===== src/hdl/tcprt_pkg.sv =====
// ----------------------------------------------------------------------------
// tcprt_pkg: shared types and constants of the TCP timer table
// Payload structs, operation and event codes, register indexes.
// ----------------------------------------------------------------------------
package tcprt_pkg;

	localparam int SLOTS_DEF = 16;

	localparam logic [2:0] OP_TICK    = 3'd0;
	localparam logic [2:0] OP_ARM_TW  = 3'd1;
	localparam logic [2:0] OP_ARM_RT  = 3'd2;
	localparam logic [2:0] OP_CANCEL  = 3'd3;
	localparam logic [2:0] OP_WINDOW  = 3'd4;

	localparam logic [1:0] EV_CLOSE  = 2'd0;
	localparam logic [1:0] EV_RESEND = 2'd1;
	localparam logic [1:0] EV_RESET  = 2'd2;

	localparam logic       KIND_TW = 1'b0;
	localparam logic       KIND_RT = 1'b1;

	localparam logic [23:0] TICK_INTERVAL_RST = 24'd100000;
	localparam logic [25:0] TIMEWAIT_TIME_RST = 26'd2000000;
	localparam logic [25:0] RETRANS_BASE_RST  = 26'd200000;
	localparam logic [3:0]  RETRY_LIMIT_RST   = 4'd6;

	typedef enum logic [1:0] {
		REG_TICK_INTERVAL = 2'd0,
		REG_TIMEWAIT_TIME = 2'd1,
		REG_RETRANS_BASE  = 2'd2,
		REG_RETRY_LIMIT   = 2'd3
	} reg_idx_t;

	typedef enum logic {
		ALU_SUB = 1'b0,
		ALU_SHL = 1'b1
	} alu_mode_t;

	typedef struct packed {
		logic [2:0]  operation;
		logic [3:0]  slot;
		logic [15:0] window;
	} req_t;

	typedef struct packed {
		logic [3:0]  slot_out;
		logic [1:0]  event_res;
		logic [3:0]  retry_out;
		logic [31:0] next_timeout;
		logic [14:0] threshold;
		logic        last;
	} evt_t;

	typedef struct packed {
		logic [1:0]  index;
		logic [25:0] value;
	} cfg_wr_t;

	typedef struct packed {
		logic [23:0] tick_interval;
		logic [25:0] timewait_time;
		logic [25:0] retrans_base;
		logic [3:0]  retry_limit;
	} cfg_regs_t;

	typedef struct packed {
		logic        kind;
		logic [3:0]  retry;
		logic [31:0] remaining;
	} entry_t;

	typedef struct packed {
		logic ent_we;
		logic win_we;
		logic act_set;
		logic act_clr;
	} tbl_ctl_t;

endpackage


===== src/hdl/tcprt_alu.sv =====
// ----------------------------------------------------------------------------
// tcprt_alu: shared subtract/compare and saturating shift unit
// Subtract mode lowers a timer and flags a > b; shift mode forms backoff.
// ----------------------------------------------------------------------------
module tcprt_alu (
	input  tcprt_pkg::alu_mode_t mode,
	input  logic [31:0]          a,
	input  logic [31:0]          b,
	output logic [31:0]          res,
	output logic                 gt
);
	import tcprt_pkg::*;

	logic [46:0] wide;

	always_comb begin
		wide = {15'd0, a} << b[3:0];
		gt   = a > b;
		case (mode)
			ALU_SUB: res = a - b;
			ALU_SHL: res = (|wide[46:32]) ? 32'hFFFF_FFFF : wide[31:0];
			default: res = a - b;
		endcase
	end
endmodule


===== config.mk =====
export PLATFORM = sky130hd
export DESIGN_NAME = tcprt_alu
export DESIGN_NICKNAME = d
export VERILOG_FILES = /design/src/hdl/tcprt_pkg.sv /design/src/hdl/tcprt_alu.sv
export SDC_FILE = /design/constraint.sdc
export NUM_CORES = 1
export LEC_CHECK = 0
export BUFFER_PORTS_ARGS = -buffer_cell sky130_fd_sc_hd__buf_2
export CAP_MARGIN = 40
export CORE_MARGIN = 8
export CORE_UTILIZATION = 57
export DETAILED_ROUTE_END_ITERATION = 16
export PLACE_DENSITY = 0.85
export SYNTH_ARGS = -nofsm -noshare
export SYNTH_HDL_FRONTEND = slang
export SYNTH_SLANG_ARGS = --single-unit

===== constraint.sdc =====
create_clock -name vclk -period 5.45
set_input_delay 1.09 -clock vclk [all_inputs]
set_output_delay 1.09 -clock vclk [all_outputs]
set_load 0.1 [all_outputs]

==> flow_summary.ini <==
[finish]
area_growth_syn_to_layout_pct = 23.26
clkbuf_count = 0
design.seq.count = 0
antenna_cells = 0
final_common_cell = a21oi_1
drive_above_1_share = 0.2333
nNetsFinal = 731
seq_area_um2 = 0
fin_area_um2 = 4588
fillers = 528
finalNonFillerCells = 707
layout_common_cells = 80 x a21oi_1, 79 x buf_2, 55 x nor2_1

[setup_path]
worst_setup_path_end_kind = primary output
path_common_cell = buf_2
crit_start = a[0]
slowest_stage = buf_2
path_depth = 13
required_ns = 4.36
crit_family = compound AO/OA/AOI/OAI gates
cp_max_fo = 3
cp-endpoint = gt
path_buf_inv = 3
arrival_ns = 3.95
cp_slowest_stage_delay_ns = 0.44
cp-start-kind = input port
worstSetupPathType = input port to primary output
path_cells = buf_2, inv_1, ha_1, fa_1, nor2b_1, o21ai_2, a31oi_2, o31a_2, a41oi_2, o31ai_2, a221oi_1, a21oi_1, buf_2

[clock_network]
cts_resized = 0
post-cts-setup-buffers = 0
postCtsHoldBufs = 0

[grt]
overflow = 0
track_usage = 0.2778
grt_max_degree = 36
grt_pass1_vias = 4616
grt_pass1_wl_mm = 22.59
grt_antenna_before_repair = 0

[floorplan]
coreArea_um2 = 6350
dieArea_um2 = 9372
num_rows = 29
ios = 98
die_x_um = 96.81
die_y_um = 96.81
start_util = 0.5862

[timing]
rsz0062_at_grt = false
fin_crit_sh = 0.9256
hold_viol_final = 0
slew_headroom = 0.3956
setup_viol = 0
maxSlewViolCount = 0
holdWs_ns = 2.788
tightestPinTransition_ns = 0.9056
fmax_mhz = 198.2
finalCriticalPeriod_ns = 5.044

[pwr]
ir_drop_mv = 0.1799
leakagePower_nw = 2.129
power.clock.fraction = 0
p_sw_mw = 0.5850
switching_share = 0.6767
intPower_mw = 0.2795
p_per_area_nw_per_um2 = 188.4
pwr-share-comb = 1.000
seqPwrFrac = 0

[placement]
place_area_um2 = 4588
placedCellCount = 707
gp_congestion = 0.9853
port_buffers = 98
dp_hpwl_mm = 11.48

[synthesis]
synth-seq-area-share = 0
synthDistinctLibCells = 67
syn_area_um2 = 3722
syn_inst = 558
syn_nets = 657
avgSynthCellArea_um2 = 6.671
yosysWarnings = 0

[route]
wl_mm = 14.20
via_per_inst = 6.675
wire_per_inst_um = 20.08
num_vias = 4719
dr.pass1.iters = 8
postRouteAntennaNets = 0
drt_iter0_drc = 491
drc_errors = 0

[outcome]
status = finished clean

[hold_path]
hp-class = input port to primary output

[run]
max_cap_violations = 0
routing by layer:
metal  global-route usage  up-vias  wire (um)
met5                    0        -          0
met4              0.06982        0        325
li1                     -     2200          -
met2               0.4427      329       6409
met1               0.3672     2153       5782
met3              0.06117       37       1682
synth_stat cells, types with 5 or more instances:
master	n	area, um^2
a211oi_1	9	67.56
xnor2_1	12	105.1
nand3_1	10	50.05
nor2b_1	6	37.54
o31ai_1	5	37.54
buf_4	5	37.54
mux4_2	10	225.2
a22oi_1	6	45.04
mux2i_1	30	300.3
inv_1	46	172.7
nor2_1	55	206.5
nor4_1	5	31.28
nand4_1	6	37.54
o21ai_0	30	150.1
mux2_2	7	78.83
a21oi_1	82	410.4
xor2_1	15	131.4
clkbuf_1	16	60.06
ha_1	33	412.9
nand2_1	50	187.7
and3_1	10	62.56
a21o_1	10	75.07
buf_2	6	30.03
nand2b_1	5	31.28
o21a_1	6	45.04
nor3_1	11	55.05
o21bai_1	7	52.55
a31oi_1	6	37.54
power by group through the flow:
stage | logic [mW] | registers, mW | clock network [mW]
2_1_floorplan | 0.612 | 0 | 0
3_3_place_gp | 0.835 | 0 | 0
3_5_place_dp | 0.846 | 0 | 0
4_1_cts | 0.850 | 0 | 0
5_1_grt | 0.903 | 0 | 0
6_report | 0.864 | 0 | 0
kinds of logic after synthesis:
kind of cell,share of synthesized area
AO/OA/AOI/OAI,0.3378
XOR/XNOR,0.06353
adder cells (fa/ha/maj),0.1163
buffers and inverters,0.09143
multiplexers,0.1765
AND/OR/NAND/NOR,0.2145
final cells by class:
type,instances,area (um^2),share of cell area
Multi-Input combinational cell,479,3463,0.7548
Inverter,46,180.2,0.03927
Tap cell,77,96.34,0.02100
Timing Repair Buffer,105,848.3,0.1849
metrics by stage:
stage / power (mW) / TNS, ns / utilization / worst slack [ns]
6_report: 0.8645 / 0 / 0.7226 / 0.4056
5_1_grt: 0.9027 / 0 / 0.7226 / 0.3031
4_1_cts: 0.8497 / 0 / 0.7226 / 0.4815
3_5_place_dp: 0.8462 / 0 / 0.7226 / 0.4944
3_3_place_gp: 0.8351 / 0 / 0.7182 / 0.5863
2_1_floorplan: 0.6118 / -1.218 / - / -0.6423
worst min path at each step:
| stage | startpoint | end | slack (ns) | depth (start not counted) |
|---|---|---|---|---|
| 4_1_cts | b[0] | res[0] | 2.78 | 4 |
| 2_1_floorplan | mode | res[27] | 2.68 | 4 |
| 6_report | b[0] | res[0] | 2.79 | 4 |
| 5_1_grt | mode | res[8] | 2.80 | 3 |
| 3_3_place_gp | b[0] | res[0] | 2.77 | 4 |
| 3_5_place_dp | b[0] | res[0] | 2.78 | 4 |
(Power assumes the default switching activity.)
