--- config.mk ---
export PLATFORM = sky130hd
export DESIGN_NAME = tcprt_table
export DESIGN_NICKNAME = d
export VERILOG_FILES = /design/src/hdl/tcprt_pkg.sv /design/src/hdl/tcprt_table.sv
export SDC_FILE = /design/constraint.sdc
export NUM_CORES = 1
export LEC_CHECK = 0
export BUFFER_PORTS_ARGS = -buffer_cell sky130_fd_sc_hd__buf_4
export CAP_MARGIN = 0
export CORE_UTILIZATION = 60
export DETAILED_ROUTE_END_ITERATION = 16
export PLACE_DENSITY = 0.82
export REMOVE_ABC_BUFFERS = 1
export SKIP_LAST_GASP = 1
export SLEW_MARGIN = 20
export SYNTH_ARGS = -nofsm -noshare
export SYNTH_HDL_FRONTEND = slang
export SYNTH_SLANG_ARGS = --single-unit
--- constraint.sdc ---
create_clock -name clk -period 4.2 [get_ports clk]
set_input_delay 0.42 -clock clk [delete_from_list [all_inputs] [get_ports clk]]
set_output_delay 0.42 -clock clk [all_outputs]
set_load 0.01 [all_outputs]
--- src/hdl/tcprt_pkg.sv ---
// ----------------------------------------------------------------------------
// tcprt_pkg: shared types and constants of the TCP timer table
// Payload structs, operation and event codes, register indexes.
// ----------------------------------------------------------------------------
package tcprt_pkg;

	localparam int SLOTS_DEF = 16;

	localparam logic [2:0] OP_TICK    = 3'd0;
	localparam logic [2:0] OP_ARM_TW  = 3'd1;
	localparam logic [2:0] OP_ARM_RT  = 3'd2;
	localparam logic [2:0] OP_CANCEL  = 3'd3;
	localparam logic [2:0] OP_WINDOW  = 3'd4;

	localparam logic [1:0] EV_CLOSE  = 2'd0;
	localparam logic [1:0] EV_RESEND = 2'd1;
	localparam logic [1:0] EV_RESET  = 2'd2;

	localparam logic       KIND_TW = 1'b0;
	localparam logic       KIND_RT = 1'b1;

	localparam logic [23:0] TICK_INTERVAL_RST = 24'd100000;
	localparam logic [25:0] TIMEWAIT_TIME_RST = 26'd2000000;
	localparam logic [25:0] RETRANS_BASE_RST  = 26'd200000;
	localparam logic [3:0]  RETRY_LIMIT_RST   = 4'd6;

	typedef enum logic [1:0] {
		REG_TICK_INTERVAL = 2'd0,
		REG_TIMEWAIT_TIME = 2'd1,
		REG_RETRANS_BASE  = 2'd2,
		REG_RETRY_LIMIT   = 2'd3
	} reg_idx_t;

	typedef enum logic {
		ALU_SUB = 1'b0,
		ALU_SHL = 1'b1
	} alu_mode_t;

	typedef struct packed {
		logic [2:0]  operation;
		logic [3:0]  slot;
		logic [15:0] window;
	} req_t;

	typedef struct packed {
		logic [3:0]  slot_out;
		logic [1:0]  event_res;
		logic [3:0]  retry_out;
		logic [31:0] next_timeout;
		logic [14:0] threshold;
		logic        last;
	} evt_t;

	typedef struct packed {
		logic [1:0]  index;
		logic [25:0] value;
	} cfg_wr_t;

	typedef struct packed {
		logic [23:0] tick_interval;
		logic [25:0] timewait_time;
		logic [25:0] retrans_base;
		logic [3:0]  retry_limit;
	} cfg_regs_t;

	typedef struct packed {
		logic        kind;
		logic [3:0]  retry;
		logic [31:0] remaining;
	} entry_t;

	typedef struct packed {
		logic ent_we;
		logic win_we;
		logic act_set;
		logic act_clr;
	} tbl_ctl_t;

endpackage

--- src/hdl/tcprt_table.sv ---
// ----------------------------------------------------------------------------
// tcprt_table: per-slot timer and window storage
// Entry and window memories with registered read; active and window-set bits.
// ----------------------------------------------------------------------------
module tcprt_table #(
	parameter int SLOTS = tcprt_pkg::SLOTS_DEF,
	parameter int SW    = $clog2(SLOTS)
) (
	input  logic                  clk,
	input  logic                  arst_n,
	input  logic [SW-1:0]         rd_addr,
	input  logic [SW-1:0]         wr_addr,
	input  tcprt_pkg::tbl_ctl_t   ctl,
	input  tcprt_pkg::entry_t     ent_wr,
	input  logic [15:0]           win_wr,
	output tcprt_pkg::entry_t     ent_rd,
	output logic [15:0]           win_rd,
	output logic                  act_rd
);
	import tcprt_pkg::*;

	entry_t            ent_mem [SLOTS];
	logic [15:0]       win_mem [SLOTS];
	logic [SLOTS-1:0]  act_q;
	logic [SLOTS-1:0]  wset_q;
	entry_t            ent_rd_q;
	logic [15:0]       win_rd_q;
	logic              wset_rd_q;

	always_ff @(posedge clk) begin
		if (ctl.ent_we) begin
			ent_mem[wr_addr] <= ent_wr;
		end
		if (ctl.win_we) begin
			win_mem[wr_addr] <= win_wr;
		end
		ent_rd_q  <= ent_mem[rd_addr];
		win_rd_q  <= win_mem[rd_addr];
		wset_rd_q <= wset_q[rd_addr];
	end

	always_ff @(posedge clk or negedge arst_n) begin
		if (!arst_n) begin
			act_q  <= '0;
			wset_q <= '0;
		end else begin
			if (ctl.act_set) begin
				act_q[wr_addr] <= 1'b1;
			end else if (ctl.act_clr) begin
				act_q[wr_addr] <= 1'b0;
			end
			if (ctl.win_we) begin
				wset_q[wr_addr] <= 1'b1;
			end
		end
	end

	assign ent_rd = ent_rd_q;
	assign win_rd = wset_rd_q ? win_rd_q : 16'd1;
	assign act_rd = act_q[rd_addr];
endmodule

==> results of run 1 <==
path summary, 6_finish.rpt:
check                                 from            end  depth (start not counted)
setup / recovery                rd_addr[0]         act_rd                          5
hold / removal                   ent_wr[5]  ent_mem[6][5]                          1
setup reg to reg           ent_mem[10][24]     ent_rd[24]                          3
hold reg to reg                  wset_q[1]      wset_q[1]                          1
max in group asynchronous           arst_n     wset_q[11]                          2
min in group asynchronous           arst_n      async pin                          2
cells in the mapped netlist (all sizes together) (6+ instances only):
master,number
and2,48
nand2,71
a22oi,110
dfrtp,32
mux4,220
edfxtp,848
a22o,16
dfxtp,54
or2,16
and4bb,6
clkbuf,38
buf,45
cells by family after synthesis:
group	after synthesis	synth area share (%)
buf+inv	83	1.21
compound gates	126	2.80
flops	934	79.2
mux	220	14.3
simple gates	155	2.47
where the power goes:
group / internal, mW / switching (mW)
logic: 0.500 / 0.608
clock network: 4.53 / 3.35
registers: 10.4 / 0.132
stage by stage:
step                      utilization (%)  setup slack [ns]
after detailed placement             64.2              1.35
after floorplan                         -              1.11
after global placement               64.2              1.42
after global routing                 69.4              1.53
final                                69.4              1.60
after CTS                            69.2              1.57
repair_timing:
action,CTS,global route
gates resized for setup,0,0
hold endpoints to repair,32,0
hold buffers,1,0
sequential cells by signal, summed over array words and instances (netlist names), named ones only:
signal,cells
wset_q,16
win_mem,256
ent_mem,592
ent_rd,37
wset_rd_q,1
win_rd_q,16
cell type report:
| type | count | area (sq um) | area share, % |
|---|---|---|---|
| Clock inverter | 44 | 425 | 1.08 |
| Timing Repair Buffer | 160 | 1300 | 3.32 |
| Antenna cell | 1 | 2.50 | 0.00637 |
| Sequential cell | 934 | 27300 | 69.6 |
| Tap cell | 756 | 946 | 2.41 |
| Clock buffer | 114 | 2410 | 6.14 |
| Multi-Input combinational cell | 501 | 6830 | 17.4 |
layer usage:
metal	track usage (%)	vias up	part of all wire (%)
met4	10.5	4	3.8
met2	46.5	989	52
met1	34.3	8663	36
met5	0	-	0.023
met3	5.54	202	8.3
li1	-	6710	-
critical path, delay by kind of cell:
kind            cells  cell delay [ns]
compound gates      1             0.26
mux                 1             0.60
buf+inv             2             0.69
simple gates        1             0.11
==> metrics.txt, run 1 <==
outcome=finished, final reports clean; min-delay worst type=in2reg; critical path's slowest cell=mux4_2; Cell Pwr Density=roughly 500 mW/mm^2; placed inst area=approximately 0.036 sq mm; CORE AREA=0.0566 sq mm; Data arrival, critical path=approximately 2.2 ns; routed via count=~17000; GR Util All Layers=a little over a quarter; TritonCTS Buffers=86; area leader, netlist=edfxtp_1; Port Buf Inserts=120; Slew headroom=roughly 20%; Max Slew Vio Count=0; post-synthesis sequential area ratio=about four fifths; DR iter-0 viols=1817; num rows=87; RSZ-0062 raised after global routing=false; setup_tns=0 ns; final setup fails=0; r2r setup slk=2.61 ns; CTS tree=built; Cells after DPL=around 2300; top-area cell type share of the netlist area=approximately three quarters; Syn. warnings=0; Fin. Hold Viols=0; Static Leakage=between 10 and 15 nW; Worst-path clk slew=roughly 0.060 ns; Final Skew=about 0.024 ns; fillers=between 3000 and 4000; synth top area cells=edfxtp_1 (74%), mux4_2 (14%), dfxtp_1 (3.1%); Design Area, Final=a little under 0.04 sq mm; Mapped Cells=around 1500; Die Height=242 um; Nets=roughly 1800; Tot Pwr=approximately 20 mW; boundary pin count=121; CP required=approximately 3.8 ns; final non-filler cell total=between 2000 and 3000; Antenna Nets Post-Route=0; worst slew pin tran=approximately 1.2 ns; Min Hold Slack=0.0822 ns; DRT Pass-1 Iters=5; post-DP HPWL=between 40000 and 50000 um; most common cell after layout, fill and taps aside=edfxtp_1; total wire length=just under 80000 um; clk buf depth=3; synthesis-to-layout area growth=13.7%; initial antenna violation count=4; Avg Inst Size Synth=roughly 23 sq um; number of post-CTS setup repair buffers=0; Post-route DRC=0; CTS H-tree depth=3; clk sinks=934; Max VDD drop=about 640 uV; Setup CP Type=in2out; DIE AREA=between 0.05 and 0.06 sq mm; Synth Cell Area=0.0345 sq mm; Unique masters post-synth=22; FF+latch count, synth=between 900 and 1000; initial core utilization=~61%; CP Cell Sequence=buf_8, mux4_2, a22oi_1, nand2_1, buf_4; critical path endpoint category=primary output; die width=between 200 and 250 um; first-pass GRT wire length=around 110000 um; share of cells above drive strength 1=a little under a third; number of synthesized flops with an enable pin=roughly 850; period utilisation layout=61.9%; max incr delay on CP=0.60 ns; average wire per standard cell=31.1 um; max cap viols=0; vias in the first global route=between 15000 and 20000; FFs w/ async S/R, synth=between 3 and 4%; vias per cell=6.60; fin crit period=around 2.6 ns; crit path launch type=primary input; crit path max fanout=62; total gr overflow=0; largest net degree at the start of global routing=66; clk root buf=clkbuf_16; latest clock arrival within the worst-skew pair=between 0.6 and 0.7 ns; routability cong.=0.789; main flop type after synthesis=edfxtp_1; most frequent cells in the layout=edfxtp_1 (848), mux4_2 (220), buf_4 (150); achievable frequency=between 0.3 and 0.4 GHz
Note: power is estimated with default switching activity, not from simulation.
==> run 2, diff against run 1 <==
CORE_UTILIZATION = 55   (was 60)
PLACE_DENSITY = 0.8   (was 0.82)
clock period = 2.3 ns   (was 4.2 ns; I/O delays follow)
==> run 2 against run 1 <==
  * Sequential power increased by 82%
  * Non-clock buffer count increased by 89
  * Largest power group unchanged
  * Utilization decreased by 3.6 points
  * Clock-buffer cell count increased by 9
  * First-iteration DRC count increased by 0.33%
==> metrics.txt, run 2 (synthesized netlist as in run 1, its figures left out) <==
outcome=finished, final reports clean; Max Slew Vio Count=0; total gr overflow=0; max cap viols=0; CP required=approximately 2.1 ns; achievable frequency=roughly 0.45 GHz; worst slew pin tran=about 0.61 ns; most frequent cells in the layout=edfxtp_1 (848), mux4_2 (220), buf_4 (158); final setup fails=0; vias in the first global route=about 18000; Port Buf Inserts=120; Slew headroom=between 50% and 60%; Post-route DRC=0; share of cells above drive strength 1=30.7%; dpl ws=0.310 ns; Antenna Nets Post-Route=0; boundary pin count=approximately 120; r2r setup slk=between 0.9 and 1 ns; largest net degree at the start of global routing=between 70 and 80; worst setup path end=act_rd; Tot Pwr=roughly 36 mW; synthesis-to-layout area growth=17.7%; Cells after DPL=between 2000 and 2500; total wire length=about 80000 um; average wire per standard cell=around 29 um; DRT Pass-1 Iters=5; final non-filler cell total=2689; Worst-path clk slew=0.06 ns; initial core utilization=between 50% and 60%; clk root buf=clkbuf_16; crit path launch type=register; num rows=just over 90; latest clock arrival within the worst-skew pair=approximately 0.65 ns; CP bufs+invs=1; Final Skew=between 0.02 and 0.03 ns; Fin. Hold Viols=0; critical path's top delay family=multiplexers; max incr delay on CP=about 0.50 ns; Min Hold Slack=around 0.11 ns; min-delay worst type=in2async; GR Util All Layers=between 20% and 30%; number of post-CTS setup repair buffers=0; Register-to-Register Path Depth=3; initial antenna violation count=2; clk sinks=roughly 930; Largest register FFs=approximately 600; DR iter-0 viols=around 1800; CP Cell Sequence=mux4_2, a22oi_2, nand2_2, buf_4; first-pass GRT wire length=around 110000 um; Cell Pwr Density=~890 mW/mm^2; fillers=~3800; routability cong.=between 0.7 and 0.8; period utilisation layout=between 90% and 100%; Die Height=between 200 and 300 um; RSZ-0062 raised after global routing=false; most common cell after layout, fill and taps aside=edfxtp_1; worst r2r dst=ent_rd[14]; Nets=1842; CTS H-tree depth=3; clk buf depth=3; Data arrival, critical path=1.99 ns; crit path max fanout=2; TritonCTS Buffers=about 90; DIE AREA=0.0638 sq mm; Max VDD drop=769 uV; CORE AREA=between 0.06 and 0.07 sq mm; Worst R2R Start=ent_mem[3][14]; largest register by flop count=ent_mem; final worst slack=about 0.08 ns; vias per cell=roughly 6.3; routed via count=between 15000 and 20000; Crit path depth=4; Static Leakage=between 10 and 15 nW; critical path's slowest cell=mux4_2; post-DP HPWL=about 40000 um; Setup CP Type=reg2out; critical path endpoint category=primary output; die width=~250 um; CTS tree=built; fin crit period=2.22 ns
-- run 2: cell type report --
| cell class | count | area (sq um) | area share (%) |
|---|---|---|---|
| clock buffers | 123 | 2430 | 5.97 |
| repair buffers | 249 | 2430 | 5.97 |
| clock inverters | 44 | 564 | 1.39 |
| flip-flops and latches | 934 | 27300 | 67.3 |
| multi-input cells | 501 | 6830 | 16.8 |
| well taps | 837 | 1050 | 2.58 |
| diodes | 1 | 2.50 | 0.00616 |
-- run 2: how the worst min path moves through the flow --
stage                              to  slack (ns)  depth (start not counted)
after global placement      wset_q[2]        0.19                          1
after floorplan             async pin       -0.07                          0
after global routing      win_rd_q[4]        0.14                          4
after detailed placement    wset_q[3]        0.19                          1
after CTS                  wset_q[12]        0.11                          2
final                       wset_q[3]        0.11                          2
-- run 2: power breakdown --
| group | switching, mW | total [mW] | internal [mW] |
|---|---|---|---|
| Combinational | 1.16 | 2.20 | 1.04 |
| Clock | 6.24 | 14.9 | 8.68 |
| Sequential | 0.207 | 19.3 | 19.0 |
| Total | 7.60 | 36.4 | 28.8 |
-- run 2: through the flow --
stage | util (%) | TNS, ns | area (sq um)
global route | 65.7 | 0 | 40600
finish | 65.7 | 0 | 40600
global placement | 60.0 | 0 | 37100
CTS | 65.7 | 0 | 40600
detailed placement | 60.0 | 0 | 37100
floorplan | - | -8.99 | 34100
-- run 2: timing repair --
action / in CTS / in global routing
hold buffers: 57 / 0
pin swaps: 0 / 2
setup endpoints to repair: 1 / 1
endpoints found under the hold margin: 896 / 0
gates resized for setup: 2 / 1
-- run 2: routing by layer --
metal  vias up  part of all wire [%]  track usage (%)
li1       6903                     -                -
met1      8849                    37             33.4
met2       955                    51             41.9
met3       137                   9.4             5.71
met4         4                   2.2             7.00
met5         -                 0.033                0
